--- src/design/mas_pkg.sv ---
// Shared types, codes and helpers for the matrix add/subtract/multiply engine.
package mas_pkg;

  localparam int MAX_DIM_DEF = 8;
  localparam int DIM_CW      = 5;   // holds a dimension 1..16
  localparam int IDX_W       = 3;   // row/col field width
  localparam int VAL_W       = 32;
  localparam int FRAC_W      = 16;
  localparam int ADDR_W      = 4;

  typedef enum logic [1:0] {
    OP_LOAD_A  = 2'd0,
    OP_LOAD_B  = 2'd1,
    OP_COMPUTE = 2'd2,
    OP_NONE    = 2'd3
  } op_t;

  localparam logic [1:0] MODE_ADD  = 2'd0;
  localparam logic [1:0] MODE_SUB  = 2'd1;
  localparam logic [1:0] MODE_PROD = 2'd2;
  localparam logic [1:0] MODE_RSVD = 2'd3;   // unused code, behaves as product

  localparam logic [1:0] REG_MODE  = 2'd0;
  localparam logic [1:0] REG_ROWS  = 2'd1;
  localparam logic [1:0] REG_INNER = 2'd2;
  localparam logic [1:0] REG_COLS  = 2'd3;

  typedef struct packed {
    logic             vld;
    logic             err;
    logic             last;
    logic [IDX_W-1:0] row;
    logic [IDX_W-1:0] col;
  } tag_t;

  typedef struct packed {
    logic             we_a;
    logic             we_b;
    logic [IDX_W-1:0] row;
    logic [IDX_W-1:0] col;
    logic [VAL_W-1:0] data;
  } wr_t;

  typedef struct packed {
    logic              prod;
    logic              sub;
    logic [DIM_CW-1:0] ni;
  } ctl_t;

  typedef struct packed {
    logic [1:0]        mode;
    logic [DIM_CW-1:0] ra;
    logic [DIM_CW-1:0] ni;
    logic [DIM_CW-1:0] cb;
  } cfg_t;

  // zero acts as one, oversize clamps to the array dimension
  function automatic logic [DIM_CW-1:0] eff_dim(input logic [3:0] v, input int maxd);
    logic [DIM_CW-1:0] r;
    if (v == 4'd0) r = DIM_CW'(1);
    else if (DIM_CW'(v) > DIM_CW'(maxd)) r = DIM_CW'(maxd);
    else r = DIM_CW'(v);
    return r;
  endfunction

endpackage

--- src/design/mas_cfg.sv ---
// APB register file for mode and matrix dimensions.
module mas_cfg #(
  parameter int MAX_DIM = mas_pkg::MAX_DIM_DEF
) (
  input  logic                      clk,
  input  logic                      rst_n,
  input  logic                      cfg_psel,
  input  logic                      cfg_penable,
  input  logic                      cfg_pwrite,
  input  logic [mas_pkg::ADDR_W-1:0] cfg_paddr,
  input  logic [31:0]               cfg_pwdata,
  output logic [31:0]               cfg_prdata,
  output logic                      cfg_pready,
  output mas_pkg::cfg_t             cfg
);

  logic [1:0] mode_r;
  logic [3:0] rows_r, inner_r, cols_r;
  logic       wr_en;
  logic [1:0] ridx;

  assign cfg_pready = 1'b1;
  assign wr_en      = cfg_psel & cfg_penable & cfg_pwrite;
  assign ridx       = cfg_paddr[3:2];

  always_ff @(posedge clk) begin
    if (!rst_n) begin
      mode_r  <= mas_pkg::MODE_PROD;
      rows_r  <= 4'd1;
      inner_r <= 4'd1;
      cols_r  <= 4'd1;
    end else if (wr_en) begin
      case (ridx)
        mas_pkg::REG_MODE:  mode_r  <= cfg_pwdata[1:0];
        mas_pkg::REG_ROWS:  rows_r  <= cfg_pwdata[3:0];
        mas_pkg::REG_INNER: inner_r <= cfg_pwdata[3:0];
        mas_pkg::REG_COLS:  cols_r  <= cfg_pwdata[3:0];
        default: ;
      endcase
    end
  end

  always_comb begin
    case (ridx)
      mas_pkg::REG_MODE:  cfg_prdata = {30'd0, mode_r};
      mas_pkg::REG_ROWS:  cfg_prdata = {28'd0, rows_r};
      mas_pkg::REG_INNER: cfg_prdata = {28'd0, inner_r};
      mas_pkg::REG_COLS:  cfg_prdata = {28'd0, cols_r};
      default:            cfg_prdata = 32'd0;
    endcase
  end

  assign cfg.mode = mode_r;
  assign cfg.ra   = mas_pkg::eff_dim(rows_r, MAX_DIM);
  assign cfg.ni   = mas_pkg::eff_dim(inner_r, MAX_DIM);
  assign cfg.cb   = mas_pkg::eff_dim(cols_r, MAX_DIM);

endmodule

--- config.mk ---
export PLATFORM = sky130hd
export DESIGN_NAME = mas_cfg
export DESIGN_NICKNAME = d
export VERILOG_FILES = /design/src/design/mas_pkg.sv /design/src/design/mas_cfg.sv
export SDC_FILE = /design/constraint.sdc
export NUM_CORES = 1
export LEC_CHECK = 0
export ABC_AREA = 1
export BUFFER_PORTS_ARGS = -buffer_cell sky130_fd_sc_hd__buf_4
export CAP_MARGIN = 0
export CORE_MARGIN = 2
export CORE_UTILIZATION = 42
export CTS_BUF_LIST = sky130_fd_sc_hd__clkbuf_4 sky130_fd_sc_hd__clkbuf_8
export CTS_CLUSTER_DIAMETER = 30
export DETAILED_ROUTE_END_ITERATION = 10
export GPL_TIMING_DRIVEN = 0
export PLACE_DENSITY = 0.95
export SYNTH_ARGS = -nofsm -noshare
export SYNTH_HDL_FRONTEND = slang
export SYNTH_SLANG_ARGS = --single-unit
--- constraint.sdc ---
create_clock -name clk -period 2 [get_ports clk]
set_clock_uncertainty 0.2 [all_clocks]
set_input_delay 0.4 -clock clk [delete_from_list [all_inputs] [get_ports clk]]
set_output_delay 0.4 -clock clk [all_outputs]
set_load 0.05 [all_outputs]
=== Word level (Yosys, flattened, before mapping) ===
Index checks and enable logic that the tools add are counted.

* Output and inout port bits: 50
* Word-level logic and storage cells: 27
* Flip-flop bits (word level): 14

* Reductions and logical operators: 8
* Bitwise gates (word level): 2
* Magnitude comparators: 3
* Multiplexer cells: 7
* Eq/ne operators: 3

{| class="wikitable"
|+ Operators with widths
! operator !! count
|-
| 32-bit case mux with 4 select lines || 1
|-
| 4-bit two-way mux || 6
|-
| 4-bit > comparator (second input constant) || 3
|-
| 4-bit zero test || 3
|-
| 2-bit AND reduction || 4
|-
| 2-bit == test (second input constant) || 2
|-
| 1-bit bitwise AND || 2
|-
| 2-bit by 1-bit == test with 1-bit output (second input constant) || 1
|-
| 2-bit zero test || 1
|}

=== Longest topological paths before layout ===
* Depth after elaboration: 3
* Gate-level depth with buffers: 5
* Mapped depth without buffers: 5

=== Least setup slack after synthesis ===
Ideal clock, no wire load.

* Kind: input-to-output
* Start: input cfg_paddr[3] (netlist bit)
* End: output cfg_prdata[2]
* Cell stages on the path: 3
* Slack: 0.055 ns
* Data required time: 1.400 ns
* Data arrival time: 1.345 ns
* Cell sequence: inv_2 nand2_2 o211ai_1

* Word-level cells in the longest chain between the ends: 2
* Elaborated cells on any way between the ends: 5
* Those cells by class: eq/ne (3); mux (1); reduce/logical (1)

{| class="wikitable"
|+ RTL lines
! item !! line !! source
|-
| start: declaration || mas_cfg.sv:10 || <nowiki>input logic [mas_pkg::ADDR_W-1:0] cfg_paddr,</nowiki>
|-
| 2-bit == test, or another cell as far along || mas_cfg.sv:44 || <nowiki>case (ridx)</nowiki>
|-
| 32-bit case mux with 4 select lines (*) || mas_cfg.sv:44 ||
|-
| end: declaration || mas_cfg.sv:12 || <nowiki>output logic [31:0] cfg_prdata,</nowiki>
|}

Mark *: on every way between the ends. The rest lies on a longest branch, timed or not. The select of a mux whose other input is x is not followed.

=== Final worst setup path ===
* Start: input cfg_paddr[3] (netlist bit)
* End: output cfg_prdata[0]

Same word-level chain as after synthesis.

==> flow_metrics.tcl <==
set metrics [dict create \
    critPathRequiredTime_ns 1.40 \
    grt_pass1_vias 809 \
    cts_tree "built" \
    setup_viol 0 \
    clock_sinks 14 \
    crit_buf_inv 3 \
    ys_seq_area_frac 0.267 \
    cp_common_cell "buf_4" \
    port_buffers 28 \
    ant_nets 0 \
    gr-total-overflow 0 \
    end_kind "output pin" \
    ir_drop_mv 0.343 \
    postCtsHoldBufs 0 \
    clkTransAtPathRegs_ns 0.08 \
    numCtsBuffers 3 \
    fp.dieH_microns 54.0 \
    synth_warnings 0 \
    initial_utilization 0.432 \
    status "finished clean" \
    drv_slew 0 \
    via_per_inst 4.25 \
    num-nets-final 265 \
    dpl_cell_area_sq_um 1410 \
    cpMaxStageDelayCell "buf_4" \
    wl_per_cell_microns 9.11 \
    syn_area_sq_um 1050 \
    tns_ns 0 \
    post_cts_resized 0 \
    grt_start_max_net_pins 11 \
    syn2layout_area_growth_pct 37.8 \
    grt_pass1_wl_microns 3370 \
    drive_above_1_share 0.345 \
    p_leak_nw 0.759 \
    grt.total_usage 0.162 \
    fin_cells 253 \
    design.core.area_sq_um 2430 \
    rows 18 \
    rsz0062_at_grt "false" \
    grt_antenna_before_repair 0 \
    cp_top_family "buffers and inverters" \
    drc_errors 0 \
    startpoint_type "primary input" \
    hold_path.class "primary input to flop" \
    die_x_microns 54.0 \
    dr.pass1.iters 4 \
    syn_avg_cell_area_sq_um 6.52 \
    dp.cells 249 \
    antenna_cells 0 \
    syn_inst 161 \
    finalHoldViolCount 0 \
    cts_setup_buffers 0 \
    synth_seq_cells 14 \
    hpwlAfterDp_microns 1870 \
    design.die.area_sq_um 2920 \
    crit_chain "buf_4 > inv_2 > nor2_4 > nand2_1 > nand4_1 > buf_4" \
    drtIter0Drc 30 \
    htreeDepth 1 \
    critPathMaxStageDelay_ns 0.21 \
    power_density_nw_per_um2 564 \
    crit_path_max_fanout 7 \
    gp_congestion 0.912 \
    clock_latency_ns 0.28 \
    synthDistinctLibCells 18 \
    fin_util 0.595 \
    clock-root-buffer "clkbuf_4" \
    vias 1076 \
    period_minus_slack_ns 1.78 \
    drt_wl_total_microns 2300 \
    finalPower_mw 0.816 \
    finalCritPeriodShare 0.888 \
    fin_area_sq_um 1450 \
    critPathKind "primary input to output pin" \
    io_pins 91 \
    cts_buffer_depth 2 \
    fmax_ghz 0.563 \
    crit_arrival_ns 1.18 \
    cap_violations 0 \
]
==> Yosys cell counts <==
master    instances  area, sq um
clkbuf_1          4         15.0
nor2_2            1         6.26
nor2_1           31          116
a21oi_1           3         15.0
dfxtp_1          14          280
nor2_4            5         56.3
inv_2             3         11.3
o21ai_1           2         10.0
conb_1            2         7.51
nand3_1          15         75.1
nand2_1          29          109
nand3_4           1         17.5
o21ai_0           2         10.0
o211ai_1          1         7.51
nand4_1           2         12.5
inv_1            11         41.3
buf_4            32          240
nand2_2           3         18.8
==> per-stage QoR <==
stage | worst slack [ns] | hold slack (ns)
4_1_cts | 0.234 | 0.142
2_1_floorplan | 0.0553 | 0.255
3_3_place_gp | 0.273 | 0.262
5_1_grt | 0.170 | 0.146
6_report | 0.225 | 0.139
3_5_place_dp | 0.237 | 0.289
==> registers in the layout (all words and copies together) (netlist names) <==
signal / flops
inner_r: 4
mode_r: 2
cols_r: 4
rows_r: 4
==> final timing paths <==
kind                       from       endpoint  slack, ns  cells after the start
setup / recovery   cfg_paddr[3]  cfg_prdata[0]       0.22                      6
hold / removal    cfg_pwdata[1]      mode_r[1]       0.14                      3
setup reg to reg      cols_r[3]      cols_r[3]       1.15                      2
hold reg to reg       rows_r[2]      rows_r[2]       0.30                      2
==> worst reg2reg max path, cell delays in order (launching register included) <==
cell and delay [ns]:
dfxtp_1 0.43, nor2_1 0.07, nor2_1 0.09
==> layer usage <==
layer	part of all wire	GRT usage	routed length [microns]	vias to the layer above
li1	-	-	-	556
met5	0	0	0	-
met3	0.078	0.0250	180	5
met4	0.016	0.0750	37	0
met2	0.50	0.291	1140	47
met1	0.41	0.185	941	468
==> report_power, final <==
part | internal (mW) | leakage, nW | switching (mW)
clock network | 0.111 | 0.0210 | 0.0931
logic | 0.0878 | 0.625 | 0.234
registers | 0.285 | 0.113 | 0.00556
total | 0.483 | 0.759 | 0.332
==> layout by cell type (no fill, tap or decap) <==
| cell type | netlist | layout |
|---|---|---|
| conb_1 | 2 | 32 |
| nor2_2 | 1 | 1 |
| o21ai_1 | 2 | 2 |
| nand3_4 | 1 | 1 |
| o211ai_1 | 1 | 1 |
| buf_4 | 32 | 60 |
| o21ai_0 | 2 | 2 |
| clkbuf_4 | 0 | 3 |
| nor2_1 | 31 | 31 |
| a21oi_1 | 3 | 3 |
| inv_2 | 3 | 3 |
| nand3_1 | 15 | 15 |
| clkbuf_1 | 4 | 4 |
| clkbuf_8 | 0 | 1 |
| nand2_1 | 29 | 29 |
| nor2_4 | 5 | 5 |
| dfxtp_1 | 14 | 14 |
| nand4_1 | 2 | 2 |
| nand2_2 | 3 | 3 |
| inv_1 | 11 | 11 |
==> kinds of logic after synthesis <==
family,Yosys count,synth area share
and+or+nand+nor,87,0.392
buffers and inverters,50,0.293
DFF,14,0.267
AOI/OAI and AO/OA,8,0.0405
other,2,0.00715
==> layout make-up <==
| class | instances | area, sq um |
|---|---|---|
| fill | 253 | 986 |
| multi-input combinational | 127 | 574 |
| sequential | 14 | 280 |
| buffer | 36 | 255 |
| timing repair buffer | 28 | 210 |
| inverter | 14 | 52.6 |
| tap | 30 | 37.5 |
| clock buffer | 4 | 36.3 |
Note: power is estimated with default switching activity, not from simulation.
