===== src/design/mas_pkg.sv =====
// Shared types, codes and helpers for the matrix add/subtract/multiply engine.
package mas_pkg;

  localparam int MAX_DIM_DEF = 8;
  localparam int DIM_CW      = 5;   // holds a dimension 1..16
  localparam int IDX_W       = 3;   // row/col field width
  localparam int VAL_W       = 32;
  localparam int FRAC_W      = 16;
  localparam int ADDR_W      = 4;

  typedef enum logic [1:0] {
    OP_LOAD_A  = 2'd0,
    OP_LOAD_B  = 2'd1,
    OP_COMPUTE = 2'd2,
    OP_NONE    = 2'd3
  } op_t;

  localparam logic [1:0] MODE_ADD  = 2'd0;
  localparam logic [1:0] MODE_SUB  = 2'd1;
  localparam logic [1:0] MODE_PROD = 2'd2;
  localparam logic [1:0] MODE_RSVD = 2'd3;   // unused code, behaves as product

  localparam logic [1:0] REG_MODE  = 2'd0;
  localparam logic [1:0] REG_ROWS  = 2'd1;
  localparam logic [1:0] REG_INNER = 2'd2;
  localparam logic [1:0] REG_COLS  = 2'd3;

  typedef struct packed {
    logic             vld;
    logic             err;
    logic             last;
    logic [IDX_W-1:0] row;
    logic [IDX_W-1:0] col;
  } tag_t;

  typedef struct packed {
    logic             we_a;
    logic             we_b;
    logic [IDX_W-1:0] row;
    logic [IDX_W-1:0] col;
    logic [VAL_W-1:0] data;
  } wr_t;

  typedef struct packed {
    logic              prod;
    logic              sub;
    logic [DIM_CW-1:0] ni;
  } ctl_t;

  typedef struct packed {
    logic [1:0]        mode;
    logic [DIM_CW-1:0] ra;
    logic [DIM_CW-1:0] ni;
    logic [DIM_CW-1:0] cb;
  } cfg_t;

  // zero acts as one, oversize clamps to the array dimension
  function automatic logic [DIM_CW-1:0] eff_dim(input logic [3:0] v, input int maxd);
    logic [DIM_CW-1:0] r;
    if (v == 4'd0) r = DIM_CW'(1);
    else if (DIM_CW'(v) > DIM_CW'(maxd)) r = DIM_CW'(maxd);
    else r = DIM_CW'(v);
    return r;
  endfunction

endpackage


===== src/design/mas_cell.sv =====
// One chain cell: holds column IDX of A and row IDX of B, adds its term to the running sum.
module mas_cell #(
  parameter int MAX_DIM = mas_pkg::MAX_DIM_DEF,
  parameter int IDX     = 0,
  parameter int ACC_W   = 69
) (
  input  logic                    clk,
  input  logic                    rst_n,
  input  logic                    en,
  input  mas_pkg::wr_t            wr,
  input  mas_pkg::ctl_t           ctl,
  input  mas_pkg::tag_t           tag_i,
  input  logic signed [ACC_W-1:0] sum_i,
  output mas_pkg::tag_t           tag_o,
  output logic signed [ACC_W-1:0] sum_o
);

  localparam int DIM_W = (MAX_DIM > 1) ? $clog2(MAX_DIM) : 1;

  logic [mas_pkg::VAL_W-1:0] mem_a [MAX_DIM];
  logic [mas_pkg::VAL_W-1:0] mem_b [MAX_DIM];
  logic [MAX_DIM-1:0]        va_r, vb_r;
  logic                      hit_a, hit_b;
  logic [DIM_W-1:0]          wa_idx, wb_idx, ra_idx, rb_idx;

  // stage 1: element read
  mas_pkg::tag_t             tag1_r;
  logic signed [ACC_W-1:0]   sum1_r;
  logic [mas_pkg::VAL_W-1:0] a_rd_r, b_rd_r;
  logic                      a_ok_r, b_ok_r;
  // stage 2: term
  mas_pkg::tag_t             tag2_r;
  logic signed [ACC_W-1:0]   sum2_r;
  logic signed [63:0]        term_r, term_nxt;
  // stage 3: accumulate
  mas_pkg::tag_t             tag3_r;
  logic signed [ACC_W-1:0]   sum3_r;

  logic signed [31:0] a_s, b_s;
  logic signed [63:0] mul, ea, eb;
  logic               hit_r, hit_c, in_k;

  assign hit_a  = wr.we_a && (mas_pkg::DIM_CW'(wr.col) == mas_pkg::DIM_CW'(IDX));
  assign hit_b  = wr.we_b && (mas_pkg::DIM_CW'(wr.row) == mas_pkg::DIM_CW'(IDX));
  assign wa_idx = DIM_W'(wr.row);
  assign wb_idx = DIM_W'(wr.col);
  assign ra_idx = DIM_W'(tag_i.row);
  assign rb_idx = DIM_W'(tag_i.col);

  always_ff @(posedge clk) begin
    if (hit_a) mem_a[wa_idx] <= wr.data;
    if (hit_b) mem_b[wb_idx] <= wr.data;
    if (en) begin
      a_rd_r <= mem_a[ra_idx];
      b_rd_r <= mem_b[rb_idx];
    end
  end

  always_ff @(posedge clk) begin
    if (!rst_n) begin
      va_r <= '0;
      vb_r <= '0;
    end else begin
      if (hit_a) va_r[wa_idx] <= 1'b1;
      if (hit_b) vb_r[wb_idx] <= 1'b1;
    end
  end

  // unwritten entries read as zero
  assign a_s   = a_ok_r ? $signed(a_rd_r) : 32'sd0;
  assign b_s   = b_ok_r ? $signed(b_rd_r) : 32'sd0;
  assign mul   = a_s * b_s;
  assign hit_r = mas_pkg::DIM_CW'(tag1_r.row) == mas_pkg::DIM_CW'(IDX);
  assign hit_c = mas_pkg::DIM_CW'(tag1_r.col) == mas_pkg::DIM_CW'(IDX);
  assign in_k  = mas_pkg::DIM_CW'(IDX) < ctl.ni;
  // elementwise: A(r,c) lives in cell c, B(r,c) in cell r
  assign ea    = hit_c ? 64'(a_s) : 64'sd0;
  assign eb    = hit_r ? (ctl.sub ? -64'(b_s) : 64'(b_s)) : 64'sd0;

  always_comb begin
    if (tag1_r.err)    term_nxt = 64'sd0;
    else if (ctl.prod) term_nxt = in_k ? mul : 64'sd0;
    else               term_nxt = ea + eb;
  end

  always_ff @(posedge clk) begin
    if (en) begin
      sum1_r <= sum_i;
      a_ok_r <= va_r[ra_idx];
      b_ok_r <= vb_r[rb_idx];
      sum2_r <= sum1_r;
      term_r <= term_nxt;
      sum3_r <= sum2_r + ACC_W'(term_r);
    end
  end

  always_ff @(posedge clk) begin
    if (!rst_n) begin
      tag1_r <= '0;
      tag2_r <= '0;
      tag3_r <= '0;
    end else if (en) begin
      tag1_r <= tag_i;
      tag2_r <= tag1_r;
      tag3_r <= tag2_r;
    end
  end

  assign tag_o = tag3_r;
  assign sum_o = sum3_r;

endmodule


===== config.mk =====
export PLATFORM = sky130hd
export DESIGN_NAME = mas_cell
export DESIGN_NICKNAME = d
export VERILOG_FILES = /design/src/design/mas_pkg.sv /design/src/design/mas_cell.sv
export SDC_FILE = /design/constraint.sdc
export NUM_CORES = 2
export LEC_CHECK = 0
export BUFFER_PORTS_ARGS = -buffer_cell sky130_fd_sc_hd__clkbuf_2
export CAP_MARGIN = 20
export CELL_PAD_IN_SITES_DETAIL_PLACEMENT = 2
export CELL_PAD_IN_SITES_GLOBAL_PLACEMENT = 2
export CORE_UTILIZATION = 44
export DETAILED_ROUTE_END_ITERATION = 16
export PLACE_DENSITY = 0.87
export SETUP_SLACK_MARGIN = 0.4
export SYNTH_ARGS = -nofsm -noshare
export SYNTH_HDL_FRONTEND = slang
export SYNTH_SLANG_ARGS = --single-unit

===== constraint.sdc =====
create_clock -name clk -period 10.9 [get_ports clk]
set_input_delay 1.09 -clock clk [delete_from_list [all_inputs] [get_ports clk]]
set_output_delay 1.09 -clock clk [all_outputs]
set_load 0.02 [all_outputs]

; Word-level counts from Yosys, hierarchy flattened
; Memories as Yosys holds them, arrays and structs flattened. A register that Yosys moved wholly into a read port is not among the register bits.
; Cells that the tools add are included.
[word_totals]
register_bits = 316
ram_bits = 512
inputBits = 128
out_inout_bits = 78
wordCells = 65
memories = 2
[memory_table]
columns = name, words, word_bits, read_ports, rd_clocked_by_memory_dff, write_ports, line_no
row1 = mem_a, 8, 32, 1, 1, 1, mas_cell.sv:20  ; logic [mas_pkg::VAL_W-1:0] mem_a [MAX_DIM];
row2 = mem_b, 8, 32, 1, 1, 1, mas_cell.sv:21  ; logic [mas_pkg::VAL_W-1:0] mem_b [MAX_DIM];
[op_classes]
addsub = 3
n_mul = 1
magnitude_cmp = 7
n_mux = 19
bitwise_logic = 2
n_reduce_logical = 8
[ops]
columns = op, n
row1 = $mux W64, 5
row2 = $add A69 B64 Y69, 1
row3 = $add A64 B64 Y64, 1
row4 = $mul A32 B32 Y64, 1
row5 = $mux W32, 2
row6 = $neg A32 Y64, 1
row7 = $lt A3 B4 Y1 const B, 4
row8 = $or A8 B8 Y8, 2
row9 = $logic_not A3 Y1, 4
row10 = $mux W1, 8
row11 = $bmux W1 S3, 2
row12 = $demux W1 S3, 2
row13 = $ge A3 B1 Y1 const B, 2
row14 = $lt A1 B5 Y1 const A, 1
row15 = $logic_and A1 B1 Y1, 4

; Logic depth before layout (Yosys ltp)
[depth]
depth_word = 6
depth_mapped = 36
ltp_nobuf = 29

; Worst setup path after synthesis
; OpenSTA, ideal clock, no wires.
[synth_timing]
path_kind = register -> register
start = reg b_ok_r
end = reg term_r[61], data pin
setup_ns = 0.268
arrival_time_ns = 8.888
required_time_ns = 10.632
path_slack_ns = 1.744
path_stages_with_launch = 30
path_buffers = 6
period_less_slack_ns = 9.156
path_cell_list = edfxtp_1 -> buf_6 -> buf_2 -> clkbuf_1 -> clkbuf_1 -> clkbuf_1 -> clkbuf_1 -> nand2_1 -> nor2_1 -> fa_1 -> fa_1 -> fa_1 -> fa_1 -> inv_1 -> fa_1 -> inv_1 -> fa_1 -> fa_1 -> fa_1 -> ha_1 -> nand4_1 -> or2_2 -> o221a_2 -> o21ai_0 -> a41o_1 -> a311oi_2 -> o31a_1 -> o21ai_1 -> mux2i_1 -> o211ai_1
[synth_between]
elab_chain_cells = 6
word_cells_on_any_way = 8
cone_classes = add/sub (2) / mul (1) / mux (5)
[synth_lines]
columns = element, line_no
row1 = from (decl), mas_cell.sv:30  ; logic a_ok_r, b_ok_r;
row2 = from (signal assigned), mas_cell.sv:90  ; b_ok_r <= vb_r[rb_idx];
row3 = $mux W32 (*), mas_cell.sv:71  ; assign b_s = b_ok_r ? $signed(b_rd_r) : 32'sd0;
row4 = $neg A32 Y64, mas_cell.sv:78  ; assign eb = hit_r ? (ctl.sub ? -64'(b_s) : 64'(b_s)) : 64'sd0;
row5 = $mux W64 (2 in series), mas_cell.sv:78
row6 = $add A64 B64 Y64, mas_cell.sv:83  ; else term_nxt = ea + eb;
row7 = $mux W64 (*), mas_cell.sv:82  ; else if (ctl.prod) term_nxt = in_k ? mul : 64'sd0;
row8 = to (signal assigned), mas_cell.sv:92  ; term_r <= term_nxt;
row9 = to (decl), mas_cell.sv:34  ; logic signed [63:0] term_r, term_nxt;
; Every way passes the cells marked *; elsewhere a longest branch is shown, timed or not.
; A chain may end at the register's enable or synchronous reset.

; Worst setup path in the final report
[layout_timing]
start = reg a_ok_r
end = reg term_r[57], data pin
[layout_between]
elab_chain_cells = 4
word_cells_on_any_way = 6
cone_classes = add/sub (1) / mul (1) / mux (4)
[layout_lines]
columns = element, line_no
row1 = from (decl), mas_cell.sv:30
row2 = from (signal assigned), mas_cell.sv:89  ; a_ok_r <= va_r[ra_idx];
row3 = $mux W32 (*), mas_cell.sv:70  ; assign a_s = a_ok_r ? $signed(a_rd_r) : 32'sd0;
row4 = $mul A32 B32 Y64 or $mux W64 (tied branches), "mas_cell.sv:72, mas_cell.sv:77"
row5 = $mux W64 or $add A64 B64 Y64 (tied branches), "mas_cell.sv:82, mas_cell.sv:83"
row6 = $mux W64 (*), mas_cell.sv:82
; Marks and branches as above.

==> metrics.csv <==
metric,value,unit
finalSetupViolCount,0,
combPwrFrac,40.0,%
design_area,0.0830,sq mm
drc,0,
path_clk_slew,0.07,ns
io_pins,206,
intPower,8.06,mW
startpoint_type,flip-flop,
cp_slowest_stage_delay,0.83,ns
rows,151,
maxCapViolCount,0,
final_common_cell,fa_1,
routedWlPerCell,35.6,um
maxSlewViolCount,0,
async_flop_share,0,%
drt_iter0_drc,5390,
finalCritPeriodShare,94.3,%
port_buffers,205,
switching_share,39.0,%
die_h,416,um
start_util,44.5,%
gp_congestion,1.03,
clkPwrFrac,27.8,%
finalSetupTns,0,ns
dpl.hpwl,238000,um
drtAntennaViolNets,0,
fin_skew,0.0752,ns
synth_area,0.0755,sq mm
vias_per_cell,6.19,
grt_pass1_wl,462000,um
cp_max_fo,38,
crit_path_end_kind,flip-flop,
p_per_area,159,mW/mm^2
fin_hold_ws,0.413,ns
slew-limit-headroom,17.0,%
via_count,55900,
num-nets-final,8257,
hold_buffers,0,
peakVddDrop,0.150,mV
ys_types,90,
syn_to_final_growth,9.85,%
synth_seq_area_share,34.9,%
period_needed,10.27,ns
cts_buffers,98,
critical_path_class,reg2reg,
final-hold-violation-count,0,
seq_power_share,32.2,%
grt_pass1_vias,64900,
firstDrtPassIters,6,
cpMostUsedCell,fa_1,
core,0.170,sq mm
p_sw,5.15,mW
required,11.41,ns
cts_tree,built,
hold_path.class,reg2reg,
max_freq,0.0973,GHz
rsz0062_at_grt,no,
cp_slowest_cell,edfxtp_1,
status,finished clean,
antenna_found_initial,23,
synth_edf_count,849,
final_cell_mix,"1084 x fa_1, 998 x inv_1, 849 x edfxtp_1",
cts.path.max_buffers,3,
grt-ovfl-total,0,
syn_avg_cell_area,11.4,sq um
ys_ff_latch,892,
arrival,10.78,ns
dpl-instance-area,0.0794,sq mm
h-tree-depth,3,
cts-root-buf,clkbuf_16,
yosysWarningCount,0,
track_usage,37.5,%
synth_fp_nets,8132,
grt_start_max_net_pins,82,
tightest_slew,1.25,ns
drive_gt1_share,11.5,%
clkLatencyLatePin,0.84,ns
synthCells,6603,
die_w,416,um
floorplan.die_area,0.173,sq mm
cts.sinks,892,
totalWireLength,321000,um
p_leak,35.3,nW
ys.flop_type,edfxtp_1,
## per-layer routing
metal	track usage, %	vias up	part of all wire (%)
met2	62.3	3315	48
li1	-	21900	-
met1	42.3	29400	35
met5	0	-	0.032
met4	25.4	14	7.7
met3	9.79	1241	9.0
## kinds of logic (layout without fill, tap and decap cells)
logic type	Yosys count	in the layout	synth area share [%]
buf+inv	1335	1543	6.68
xor+xnor	221	221	2.56
simple gates	1747	1747	9.78
fa+ha+maj	1401	1401	34.0
other cells	0	10	0
mux	227	227	5.30
compound gates	780	780	6.80
flops	892	892	34.9
## critical path: cells and delay by family (launching register included)
kind / cells / cell delay, ns
flip-flops: 1 / 0.83
buffers and inverters: 7 / 1.23
adder cells (fa/ha/maj): 9 / 4.01
XOR/XNOR: 1 / 0.16
AND/OR/NAND/NOR: 2 / 1.03
AO/OA/AOI/OAI: 10 / 2.66
## final timing paths
kind | from | to | slack (ns) | depth (start not counted)
hold / removal | sum1_r[64]$_DFFE_PP_ | sum2_r[64]$_DFFE_PP_ | 0.41 | 0
setup / recovery | a_ok_r$_DFFE_PP_ | term_r[57]$_SDFFCE_PP0P_ | 0.63 | 29
setup reg to reg | a_ok_r$_DFFE_PP_ | term_r[57]$_SDFFCE_PP0P_ | 0.63 | 29
hold reg to reg | sum1_r[64]$_DFFE_PP_ | sum2_r[64]$_DFFE_PP_ | 0.41 | 0
## synthesized netlist by cell type, drive strengths merged, types with 64 or more instances
cell	n	area share [%]
edfxtp	849	34
and2	70	0.58
mux4	132	3.9
ha	317	5.3
inv	999	5.0
fa	1084	29
nand3	64	0.44
nand2	687	3.4
mux2	66	0.98
xnor2	158	1.8
clkbuf	303	1.5
a21o	116	1.2
a21oi	244	1.6
o21ai	130	0.89
nor2	722	3.6
## layout make-up
type                       count  area, sq um
timing repair buffer         361         2340
fill                       16700        86900
clock inverter                63          886
sequential                   892        26400
multi-input combinational   4376        44300
inverter                     999         3750
clock buffer                 120         2570
tap                         2218         2780
antenna                       10         25.0
## state kept, by name (all words and copies together), names as in the netlist, 32 cells and up
signal / cells
mem_a: 256
mem_b: 256
sum1_r: 69
sum2_r: 69
sum_o: 69
term_r: 64
a_rd_r: 32
b_rd_r: 32
## through the flow
stage | util [%] | cells | setup slack [ns] | power [mW]
floorplan | - | 6603 | 1.74 | 7.50
global placement | 46.7 | 8839 | 1.39 | 8.93
detailed placement | 46.7 | 8842 | 0.654 | 9.44
CTS | 48.8 | 9025 | 0.610 | 13.1
global route | 48.8 | 9030 | 0.434 | 13.7
finish | 48.8 | 9039 | 0.626 | 13.2
## power by group through the flow
stage / logic, mW / clock network [mW] / registers (mW)
final: 5.28 / 3.67 / 4.25
after global routing: 5.63 / 3.81 / 4.27
after CTS: 5.18 / 3.71 / 4.26
after detailed placement: 5.12 / 0 / 4.32
after global placement: 4.64 / 0 / 4.29
after floorplan: 3.12 / 0 / 4.39
## timing repair
| item | 4_1_cts | 5_1_grt |
|---|---|---|
| buffers inserted | 0 | 1 |
| endpoints found under the setup margin | 0 | 11 |
| resized for setup | 0 | 3 |
Power figures use the tool's default switching activity.
